[src/sfp_pkg.sv]
// ----------------------------------------------------------------------------
// sfp_pkg
// Shared types and constants of the struct field packer.
// ----------------------------------------------------------------------------
`default_nettype none

package sfp_pkg;

  // Number of power-of-two gap classes (sizes 1 .. 2^(GAP_CLASSES-1)), 1 to 7
  localparam int unsigned GAP_CLASSES = 6;

  localparam int unsigned END_W   = 22;  // data section offsets in bits
  localparam int unsigned CNT_W   = 16;  // field and pointer counters
  localparam int unsigned BITS_W  = 11;  // field size
  localparam int unsigned ALIGN_W = 7;   // raw alignment
  localparam int unsigned LOG_W   = 3;   // log2 of effective alignment
  localparam int unsigned REM_W   = 7;   // gap remainders and padding (< 2^REM_W)
  localparam int unsigned KIND_W  = 2;

  localparam int unsigned S_TDATA_W = 40;  // 34 payload bits, zero filled
  localparam int unsigned S_TUSER_W = KIND_W;
  localparam int unsigned M_TDATA_W = 80;  // 76 payload bits, zero filled
  localparam int unsigned M_TUSER_W = 1;

  typedef enum logic [KIND_W-1:0] {
    KIND_VOID      = 2'd0,
    KIND_DATA      = 2'd1,
    KIND_PTR       = 2'd2,
    KIND_PTR_ARRAY = 2'd3
  } field_kind_e;

  // Controller to datapath commands
  typedef struct packed {
    logic capture;   // latch the input transaction
    logic decide;    // place the field, update counters, start gap recording
    logic rec_step;  // record one aligned gap
    logic load_out;  // load the output register
  } dp_cmd_t;

  // Datapath to controller status
  typedef struct packed {
    logic rec_done;  // no padding or remainder left to record
  } dp_status_t;

endpackage

`default_nettype wire

[src/sfp_datapath.sv]
// ----------------------------------------------------------------------------
// sfp_datapath
// Layout state, gap table, placement logic and output register.
// ----------------------------------------------------------------------------
`default_nettype none

module sfp_datapath (
  input  wire logic                           clk_i,
  input  wire logic                           rst_ni,
  input  wire sfp_pkg::dp_cmd_t               cmd_i,
  output sfp_pkg::dp_status_t                 status_o,
  input  wire logic [sfp_pkg::S_TDATA_W-1:0]  s_tdata_i,
  input  wire logic [sfp_pkg::S_TUSER_W-1:0]  s_tuser_i,
  output logic      [sfp_pkg::M_TDATA_W-1:0]  m_tdata_o,
  output logic      [sfp_pkg::M_TUSER_W-1:0]  m_tuser_o
);

  localparam int unsigned GC = sfp_pkg::GAP_CLASSES;
  localparam int unsigned EW = sfp_pkg::END_W;
  localparam int unsigned CW = sfp_pkg::CNT_W;
  localparam int unsigned BW = sfp_pkg::BITS_W;
  localparam int unsigned RW = sfp_pkg::REM_W;
  localparam int unsigned LW = sfp_pkg::LOG_W;

  // Index of the highest set bit, zero for zero
  function automatic logic [LW-1:0] floor_log2(input logic [sfp_pkg::ALIGN_W-1:0] a);
    logic [LW-1:0] r;
    r = '0;
    for (int i = 0; i < sfp_pkg::ALIGN_W; i++) begin
      if (a[i]) r = LW'(i);
    end
    return r;
  endfunction

  // Captured transaction
  sfp_pkg::field_kind_e kind_q;
  logic [BW-1:0]        bits_q;
  logic [LW-1:0]        log_q;
  logic [CW-1:0]        slots_q;

  // Layout state
  logic [EW-1:0] data_end_q;
  logic [CW-1:0] dcount_q;
  logic [CW-1:0] pcount_q;
  logic [EW-1:0] gap_q [GC];

  // Gap recording walk
  logic [EW-1:0] rec_off_q;
  logic [RW-1:0] rec_size_q;

  // Result of the placement step
  logic [CW-1:0] res_slot_q;
  logic [EW-1:0] res_units_q;
  logic          res_ovf_q;

  // Output register
  logic [CW-1:0] out_slot_q;
  logic [EW-1:0] out_units_q;
  logic [EW-1:0] out_end_q;
  logic [CW-1:0] out_ptr_q;
  logic          out_ovf_q;

  // Smallest free gap that fits size and alignment
  logic [GC-1:0] claim_hit;
  logic [GC-1:0] claim_oh;
  logic          claim_any;
  logic [EW-1:0] claim_off;
  logic [RW-1:0] claim_gs;

  always_comb begin
    logic found;
    found     = 1'b0;
    claim_oh  = '0;
    claim_off = '0;
    claim_gs  = '0;
    for (int i = 0; i < GC; i++) begin
      claim_hit[i] = (gap_q[i] != '0) &&
                     ((BW+1)'(bits_q) <= ((BW+1)'(1) << i)) &&
                     (LW'(i) >= log_q);
    end
    for (int i = 0; i < GC; i++) begin
      if (claim_hit[i] && !found) begin
        claim_oh[i] = 1'b1;
        found       = 1'b1;
      end
    end
    for (int i = 0; i < GC; i++) begin
      if (claim_oh[i]) begin
        claim_off = claim_off | gap_q[i];
        claim_gs  = claim_gs | (RW'(1) << i);
      end
    end
    claim_any = found;
  end

  // Padding of the end up to the alignment, then append
  logic [EW-1:0] align_mask;
  logic [EW:0]   pad_sum;
  logic [EW:0]   padded;
  logic [EW:0]   pad_diff;
  logic [RW-1:0] pad_size;
  logic [EW+1:0] new_end;
  logic          end_ovf;

  assign align_mask = (EW'(1) << log_q) - EW'(1);
  assign pad_sum    = {1'b0, data_end_q} + {1'b0, align_mask};
  assign padded     = pad_sum & ~{1'b0, align_mask};
  assign pad_diff   = padded - {1'b0, data_end_q};
  assign pad_size   = pad_diff[RW-1:0];
  assign new_end    = {1'b0, padded} + (EW+2)'(bits_q);
  assign end_ovf    = (new_end[EW+1:EW] != 2'b00);

  // Data field decision
  logic          cnt_ovf;
  logic          data_ovf;
  logic [EW-1:0] data_off;
  logic [EW-1:0] data_units;

  assign cnt_ovf    = (dcount_q == {CW{1'b1}});
  assign data_ovf   = cnt_ovf || (!claim_any && end_ovf);
  assign data_off   = claim_any ? claim_off : padded[EW-1:0];
  assign data_units = data_off >> log_q;

  // Pointer decision
  logic [CW-1:0] ptr_n;
  logic [CW:0]   ptr_sum;
  logic          ptr_ovf;

  assign ptr_n   = (kind_q == sfp_pkg::KIND_PTR) ? CW'(1) : slots_q;
  assign ptr_sum = {1'b0, pcount_q} + {1'b0, ptr_n};
  assign ptr_ovf = ptr_sum[CW];

  // Per kind result
  logic          dec_ovf;
  logic [CW-1:0] dec_slot;
  logic [EW-1:0] dec_units;
  logic          data_ok;

  always_comb begin
    dec_ovf   = 1'b0;
    dec_slot  = '0;
    dec_units = '0;
    case (kind_q)
      sfp_pkg::KIND_PTR, sfp_pkg::KIND_PTR_ARRAY: begin
        dec_ovf  = ptr_ovf;
        dec_slot = ptr_ovf ? '0 : pcount_q;
      end
      sfp_pkg::KIND_DATA: begin
        dec_ovf = data_ovf;
        if (!data_ovf) begin
          dec_slot  = dcount_q;
          dec_units = data_units;
        end
      end
      default: ;
    endcase
  end

  assign data_ok = (kind_q == sfp_pkg::KIND_DATA) && !data_ovf;

  // Recording step: largest class that fits the rest and the offset alignment
  logic [GC-1:0] rec_oh;
  logic [RW-1:0] rec_gs;

  always_comb begin
    logic found;
    found  = 1'b0;
    rec_oh = '0;
    rec_gs = '0;
    for (int i = GC - 1; i >= 0; i--) begin
      if (!found && ((rec_size_q >> i) != '0) &&
          ((rec_off_q & ((EW'(1) << i) - EW'(1))) == '0)) begin
        rec_oh[i] = 1'b1;
        rec_gs    = RW'(1) << i;
        found     = 1'b1;
      end
    end
  end

  assign status_o.rec_done = (rec_size_q == '0);

  // Input capture
  always_ff @(posedge clk_i) begin
    if (cmd_i.capture) begin
      kind_q  <= sfp_pkg::field_kind_e'(s_tuser_i);
      bits_q  <= s_tdata_i[BW-1:0];
      log_q   <= floor_log2(s_tdata_i[BW+sfp_pkg::ALIGN_W-1:BW]);
      slots_q <= s_tdata_i[BW+sfp_pkg::ALIGN_W+CW-1:BW+sfp_pkg::ALIGN_W];
    end
  end

  // Layout state and gap table
  always_ff @(posedge clk_i or negedge rst_ni) begin
    if (!rst_ni) begin
      data_end_q <= '0;
      dcount_q   <= '0;
      pcount_q   <= '0;
      rec_size_q <= '0;
      for (int i = 0; i < GC; i++) gap_q[i] <= '0;
    end else if (cmd_i.decide) begin
      rec_size_q <= '0;
      if ((kind_q == sfp_pkg::KIND_PTR || kind_q == sfp_pkg::KIND_PTR_ARRAY) && !ptr_ovf) begin
        pcount_q <= ptr_sum[CW-1:0];
      end
      if (data_ok) begin
        dcount_q <= dcount_q + CW'(1);
        if (claim_any) begin
          rec_size_q <= claim_gs - RW'(bits_q);
          for (int i = 0; i < GC; i++) begin
            if (claim_oh[i]) gap_q[i] <= '0;
          end
        end else begin
          data_end_q <= new_end[EW-1:0];
          rec_size_q <= pad_size;
        end
      end
    end else if (cmd_i.rec_step) begin
      for (int i = 0; i < GC; i++) begin
        if (rec_oh[i]) gap_q[i] <= rec_off_q;
      end
      rec_size_q <= rec_size_q - rec_gs;
    end
  end

  // Recording offset and placement result
  always_ff @(posedge clk_i) begin
    if (cmd_i.decide) begin
      rec_off_q   <= claim_any ? claim_off + EW'(bits_q) : data_end_q;
      res_slot_q  <= dec_slot;
      res_units_q <= dec_units;
      res_ovf_q   <= dec_ovf;
    end else if (cmd_i.rec_step) begin
      rec_off_q <= rec_off_q + EW'(rec_gs);
    end
  end

  // Output register
  always_ff @(posedge clk_i) begin
    if (cmd_i.load_out) begin
      out_slot_q  <= res_slot_q;
      out_units_q <= res_units_q;
      out_end_q   <= data_end_q;
      out_ptr_q   <= pcount_q;
      out_ovf_q   <= res_ovf_q;
    end
  end

  assign m_tdata_o = {4'b0000, out_ptr_q, out_end_q, out_units_q, out_slot_q};
  assign m_tuser_o = out_ovf_q;

endmodule

`default_nettype wire

[src/sfp_ctrl.sv]
// ----------------------------------------------------------------------------
// sfp_ctrl
// Sequencer: accept, place, record gaps, hand result to the output register.
// ----------------------------------------------------------------------------
`default_nettype none

module sfp_ctrl (
  input  wire logic                clk_i,
  input  wire logic                rst_ni,
  input  wire logic                s_tvalid_i,
  output logic                     s_tready_o,
  output logic                     m_tvalid_o,
  input  wire logic                m_tready_i,
  output sfp_pkg::dp_cmd_t         cmd_o,
  input  wire sfp_pkg::dp_status_t status_i
);

  typedef enum logic [1:0] {
    ST_IDLE,
    ST_DECIDE,
    ST_RECORD,
    ST_DONE
  } state_e;

  state_e state_q;
  logic   m_tvalid_q;
  logic   out_free;

  assign out_free   = !m_tvalid_q || m_tready_i;
  assign s_tready_o = (state_q == ST_IDLE);
  assign m_tvalid_o = m_tvalid_q;

  // Commands
  assign cmd_o.capture  = (state_q == ST_IDLE) && s_tvalid_i;
  assign cmd_o.decide   = (state_q == ST_DECIDE);
  assign cmd_o.rec_step = (state_q == ST_RECORD) && !status_i.rec_done;
  assign cmd_o.load_out = (state_q == ST_DONE) && out_free;

  // State and output valid
  always_ff @(posedge clk_i or negedge rst_ni) begin
    if (!rst_ni) begin
      state_q    <= ST_IDLE;
      m_tvalid_q <= 1'b0;
    end else begin
      case (state_q)
        ST_IDLE: begin
          if (s_tvalid_i) state_q <= ST_DECIDE;
        end
        ST_DECIDE: begin
          state_q <= ST_RECORD;
        end
        ST_RECORD: begin
          if (status_i.rec_done) state_q <= ST_DONE;
        end
        ST_DONE: begin
          if (out_free) state_q <= ST_IDLE;
        end
        default: begin
          state_q <= ST_IDLE;
        end
      endcase
      if (cmd_o.load_out) begin
        m_tvalid_q <= 1'b1;
      end else if (m_tready_i) begin
        m_tvalid_q <= 1'b0;
      end
    end
  end

endmodule

`default_nettype wire

[src/struct_field_packer_top.sv]
// Steps: idle captures the input transaction, decide places the field, record walks
// the gaps (up to 6 per item) one at a time, and done loads the output register,
// waiting while it is full. A new item is accepted only in idle, after the gap walk.
// An item is accepted while the previous result still waits in the output register.
// Reset (rst_ni low, asynchronous) clears data end, counters and the gap table;
// the block is ready, in idle, as soon as reset is released.
// ----------------------------------------------------------------------------
// struct_field_packer_top
// Bit layout of record fields: pointer slots, data offsets and padding gap reuse.
// ----------------------------------------------------------------------------
`default_nettype none

module struct_field_packer_top (
  input  wire logic                          clk_i,
  input  wire logic                          rst_ni,
  input  wire logic                          s_axis_tvalid,
  output logic                               s_axis_tready,
  // [10:0] field_bits, [17:11] align_bits, [33:18] pointer_slots, [39:34] zero
  input  wire logic [sfp_pkg::S_TDATA_W-1:0] s_axis_tdata,
  // [1:0] field_kind
  input  wire logic [sfp_pkg::S_TUSER_W-1:0] s_axis_tuser,
  output logic                               m_axis_tvalid,
  input  wire logic                          m_axis_tready,
  // [15:0] slot_index, [37:16] offset_units, [59:38] layout_end_bits,
  // [75:60] pointer_total, [79:76] zero
  output logic      [sfp_pkg::M_TDATA_W-1:0] m_axis_tdata,
  // [0] overflow
  output logic      [sfp_pkg::M_TUSER_W-1:0] m_axis_tuser
);

  sfp_pkg::dp_cmd_t    cmd;
  sfp_pkg::dp_status_t status;

  // Sequencer
  sfp_ctrl u_ctrl (
    .clk_i      (clk_i),
    .rst_ni     (rst_ni),
    .s_tvalid_i (s_axis_tvalid),
    .s_tready_o (s_axis_tready),
    .m_tvalid_o (m_axis_tvalid),
    .m_tready_i (m_axis_tready),
    .cmd_o      (cmd),
    .status_i   (status)
  );

  // Layout datapath
  sfp_datapath u_datapath (
    .clk_i     (clk_i),
    .rst_ni    (rst_ni),
    .cmd_i     (cmd),
    .status_o  (status),
    .s_tdata_i (s_axis_tdata),
    .s_tuser_i (s_axis_tuser),
    .m_tdata_o (m_axis_tdata),
    .m_tuser_o (m_axis_tuser)
  );

endmodule

`default_nettype wire

[config.mk]
export PLATFORM = sky130hd
export DESIGN_NAME = struct_field_packer_top
export DESIGN_NICKNAME = d
export VERILOG_FILES = /design/src/sfp_pkg.sv /design/src/sfp_datapath.sv /design/src/sfp_ctrl.sv /design/src/struct_field_packer_top.sv
export SDC_FILE = /design/constraint.sdc
export NUM_CORES = 1
export LEC_CHECK = 0
export ABC_CLOCK_PERIOD_IN_PS = 6120
export BUFFER_PORTS_ARGS = -buffer_cell sky130_fd_sc_hd__buf_2
export CORE_MARGIN = 4
export CORE_UTILIZATION = 40
export DETAILED_ROUTE_END_ITERATION = 6
export GPL_TIMING_DRIVEN = 0
export SYNTH_ARGS = -nofsm -noshare
export SYNTH_HDL_FRONTEND = slang
export SYNTH_SLANG_ARGS = --single-unit
[constraint.sdc]
create_clock -name clk_i -period 6.12 [get_ports clk_i]
set_input_delay 0.612 -clock clk_i [delete_from_list [all_inputs] [get_ports clk_i]]
set_output_delay 0.612 -clock clk_i [all_outputs]
set_load 0.05 [all_outputs]
==> metrics <==
Synthesis Warnings=0; drt pass-1 iters=6; share of total power in combinational logic=~47%; WL/cell=between 20 and 25 µm; Final ANT Viol Nets=0; Starting Density=approximately 40%; area occupied by multi-input gates=0.0102 mm²; Least-Margin Pin Slew=1.33 ns; Critical-path top delay cell=edfxtp_1; CP arrival=around 6.5 ns; CP Cell Sequence=buf_4, or3_1, nor3_4, o21ai_2, and4_1, clkbuf_1, buf_4, buf_4, a22oi_1, o2111ai_1, ha_1, o21ai_0, a21boi_0, o21ai_0, a21oi_2, a211oi_2, buf_4, nor3_4, nand4_1, or3_1, a41oi_1; synthesized cell area=roughly 0.021 mm²; GR Overflow Total=0; Max H-tree Level=2; fin crit period=6.09 ns; DR DRC count=0; CTS sink cnt=~370; final hold violation count=0; Final Slew Violations=0; largest net degree at the start of global routing=between 100 and 150; vias per cell=6.02; crit path max fanout=10; Sw Pwr=between 0.005 and 0.006 W; Clk Latency, worst-skew pair=between 0.5 and 0.6 ns; CTS clk-pin slew, worst paths=~0.060 ns; Mapped Cells=1,933; final core occ=between 40% and 50%; Sw Share=between 40% and 50%; Top cell by count, worst path=buf_4; Primary FF master, synth=dfrtp_1; Critical Path RT=about 6.6 ns; P_int=approximately 0.0075 W; P&R area growth vs syn=16.3%; n_diodes=0; WL final=roughly 68,000 µm; FF-to-FF setup slack=0.03 ns; VDD IR-drop max=between 0.4 and 0.5 mV; Worst setup SP type=flop; CTS buffer count=between 40 and 50; CTS root buf=clkbuf_16; synthesized area per cell=approximately 11 µm²; non-filler instance count after layout=2,844; Filler Cell Count=4,725; via count of the first global-routing pass=~17,000; nets=approximately 2,300; die height=~240 µm; Post-DP HPWL=~51,000 µm; Async SR Flop Fraction=about 54%; Pwr per Cell Area=559 mW/mm²; kind of end point of the critical path=flop; synthesis-stage register bit count=366; via count=17,100; register share of total power=about a third; CORE AREA=around 0.051 mm²; PortBufs=~120; status=complete, no violations; Final Setup Violations=0; delay-heaviest family, CP=compound AO/OA/AOI/OAI gates; worst path bufs/invs=5; RSZ-0062 raised after global routing=yes; Hold WC Path Type=in2reg; EDFF count, synth=170; Inst Count DP=2,750; share of cells above drive strength 1=16.0%; Worst path max stage delay=roughly 0.57 ns; Starting DRT DRC Count=1,731; post-synthesis sequential area ratio=48.5%; LEAKAGE=about 10 nW; Die X-Extent=approximately 240 µm; All-Layer GR Usage=roughly a quarter; Period Utilization, post-route=about 100%; Clock power frac=a little under a fifth; Rows=83; # IOs=about 130; synth unique cells=96; Layout Skew=around 0.031 ns; placer congestion estimate=roughly 0.97; Finished Cell Area=approximately 0.024 mm²; Min Hold Slack=roughly 0.2 ns; Post-DP Area=0.0223 mm²; Max Freq=around 160 MHz; Die ar.=0.0553 mm²; relative slew slack=about 11%; Crit Path Class=reg2reg; CTS tree=done; initial antenna violation count=0; Max clock buf depth=3; max cap viols=0; sequential cell area=0.0100 mm²; global-route wire length before repair=between 100,000 and 150,000 µm
==> power groups by stage <==
stage               combinational, W  sequential [W]  clock (W)
floorplan                    0.00402         0.00471          0
global placement             0.00590         0.00471          0
detailed placement           0.00604         0.00468          0
CTS                          0.00612         0.00466    0.00252
global route                 0.00679         0.00477    0.00261
finish                       0.00627         0.00469    0.00247
==> area by class of cell <==
class / instances / area share [%]
timing repair buffer: 140 / 3.54
inverter: 93 / 1.45
buffer: 97 / 1.79
clock buffer: 59 / 4.76
multi-input combinational: 1392 / 42.5
sequential: 366 / 41.6
tap: 680 / 3.54
clock inverter: 17 / 0.776
==> stage by stage <==
stage	TNS, ns	total power (W)	setup WS (ns)
4_1_cts	-0.0124	0.0133	-0.0124
3_3_place_gp	-46.87	0.0106	-1.41
5_1_grt	-0.569	0.0142	-0.160
3_5_place_dp	-57.28	0.0107	-1.37
6_report	0	0.0134	0.0281
2_1_floorplan	0	0.00873	1.01
==> registers in the layout, indices dropped and copies added, names as in the netlist, 16 cells and up <==
name,count
u_datapath.out_slot_q,16
u_datapath.rec_off_q,22
u_datapath.gap_q,132
u_datapath.out_ptr_q,16
u_datapath.out_units_q,22
u_datapath.out_end_q,22
u_datapath.pcount_q,16
u_datapath.data_end_q,22
u_datapath.res_slot_q,16
u_datapath.slots_q,16
u_datapath.res_units_q,22
u_datapath.dcount_q,16
==> placed cells by master, fill, tap and decap left out, types with 40 or more instances in the layout <==
cell and count:
a21oi_1 95, a22o_1 136, and2_1 41, buf_2 132, clkbuf_1 79, clkbuf_16 42
dfrtp_1 196, edfxtp_1 170, ha_1 83, inv_1 91, mux2_2 40, nand2_1 104
nand3_1 75, nor2_1 106, nor3_1 47, o21ai_0 67, xnor2_1 58, xor2_1 41
==> worst register-to-register path: stages, from the launching register on <==
cell and delay (ns):
edfxtp_1 0.57, buf_4 0.24, or3_1 0.40, nor3_4 0.39, o21ai_2 0.12, and4_1 0.19
clkbuf_1 0.18, buf_4 0.22, buf_4 0.21, a22oi_1 0.35, o2111ai_1 0.49, ha_1 0.48
o21ai_0 0.11, a21boi_0 0.25, o21ai_0 0.17, a21oi_2 0.25, a211oi_2 0.11, buf_4 0.16
nor3_4 0.31, nand4_1 0.17, or3_1 0.37, a41oi_1 0.21
==> cell families after synthesis <==
kind of cell               share of synthesized area (%)
AOI/OAI and AO/OA                                   19.4
other                                             0.0182
xor gates and xnor gates                            4.32
DFF                                                 48.5
muxes                                               3.85
and+or+nand+nor                                     14.5
buffers and inverters                               3.70
adders and majority gates                           5.77
==> Yosys cell counts (60+ instances only) <==
master / instances / area (µm²)
dfrtp_1: 196 / 4900
edfxtp_1: 170 / 5100
a22o_1: 136 / 1190
nor2_1: 107 / 402
nand2_1: 104 / 390
a21oi_1: 98 / 490
inv_1: 92 / 345
ha_1: 84 / 1050
nand3_1: 75 / 375
clkbuf_1: 74 / 278
o21ai_0: 72 / 360
xnor2_1: 60 / 526
==> per-layer routing <==
layer / vias to the layer above / GRT usage, % / share of wire, %
met5: - / 0 / 0
met4: 0 / 11.1 / 5.3
met3: 184 / 4.21 / 7.9
met2: 777 / 36.0 / 44
met1: 8477 / 33.3 / 43
li1: 7688 / - / -
==> worst paths after layout <==
check,start,endpoint,cells past startpoint
min in group asynchronous,rst_ni,u_datapath.rec_size_q[3]$_DFFE_PN0P_,2
worst max register to register,u_datapath.log_q[0]$_SDFFCE_PP0P_,u_datapath.rec_off_q[16]$_DFFE_PP_,21
worst max-delay path,u_datapath.log_q[0]$_SDFFCE_PP0P_,u_datapath.rec_off_q[16]$_DFFE_PP_,21
worst min register to register,u_datapath.res_units_q[19]$_SDFFCE_PP0P_,u_datapath.out_units_q[19]$_DFFE_PP_,0
max in group asynchronous,rst_ni,u_datapath.pcount_q[14]$_DFFE_PN0P_,4
worst min-delay path,s_axis_tdata[9],u_datapath.bits_q[9]$_DFFE_PP_,1
==> what timing repair did <==
item	4_1_cts	5_1_grt
buffers inserted	6	12
hold buffers	1	0
endpoints found under the setup margin	101	90
hold endpoints to repair	23	0
pin swaps	3	5
resized for setup	27	43
Note: power is estimated with default switching activity, not from simulation.
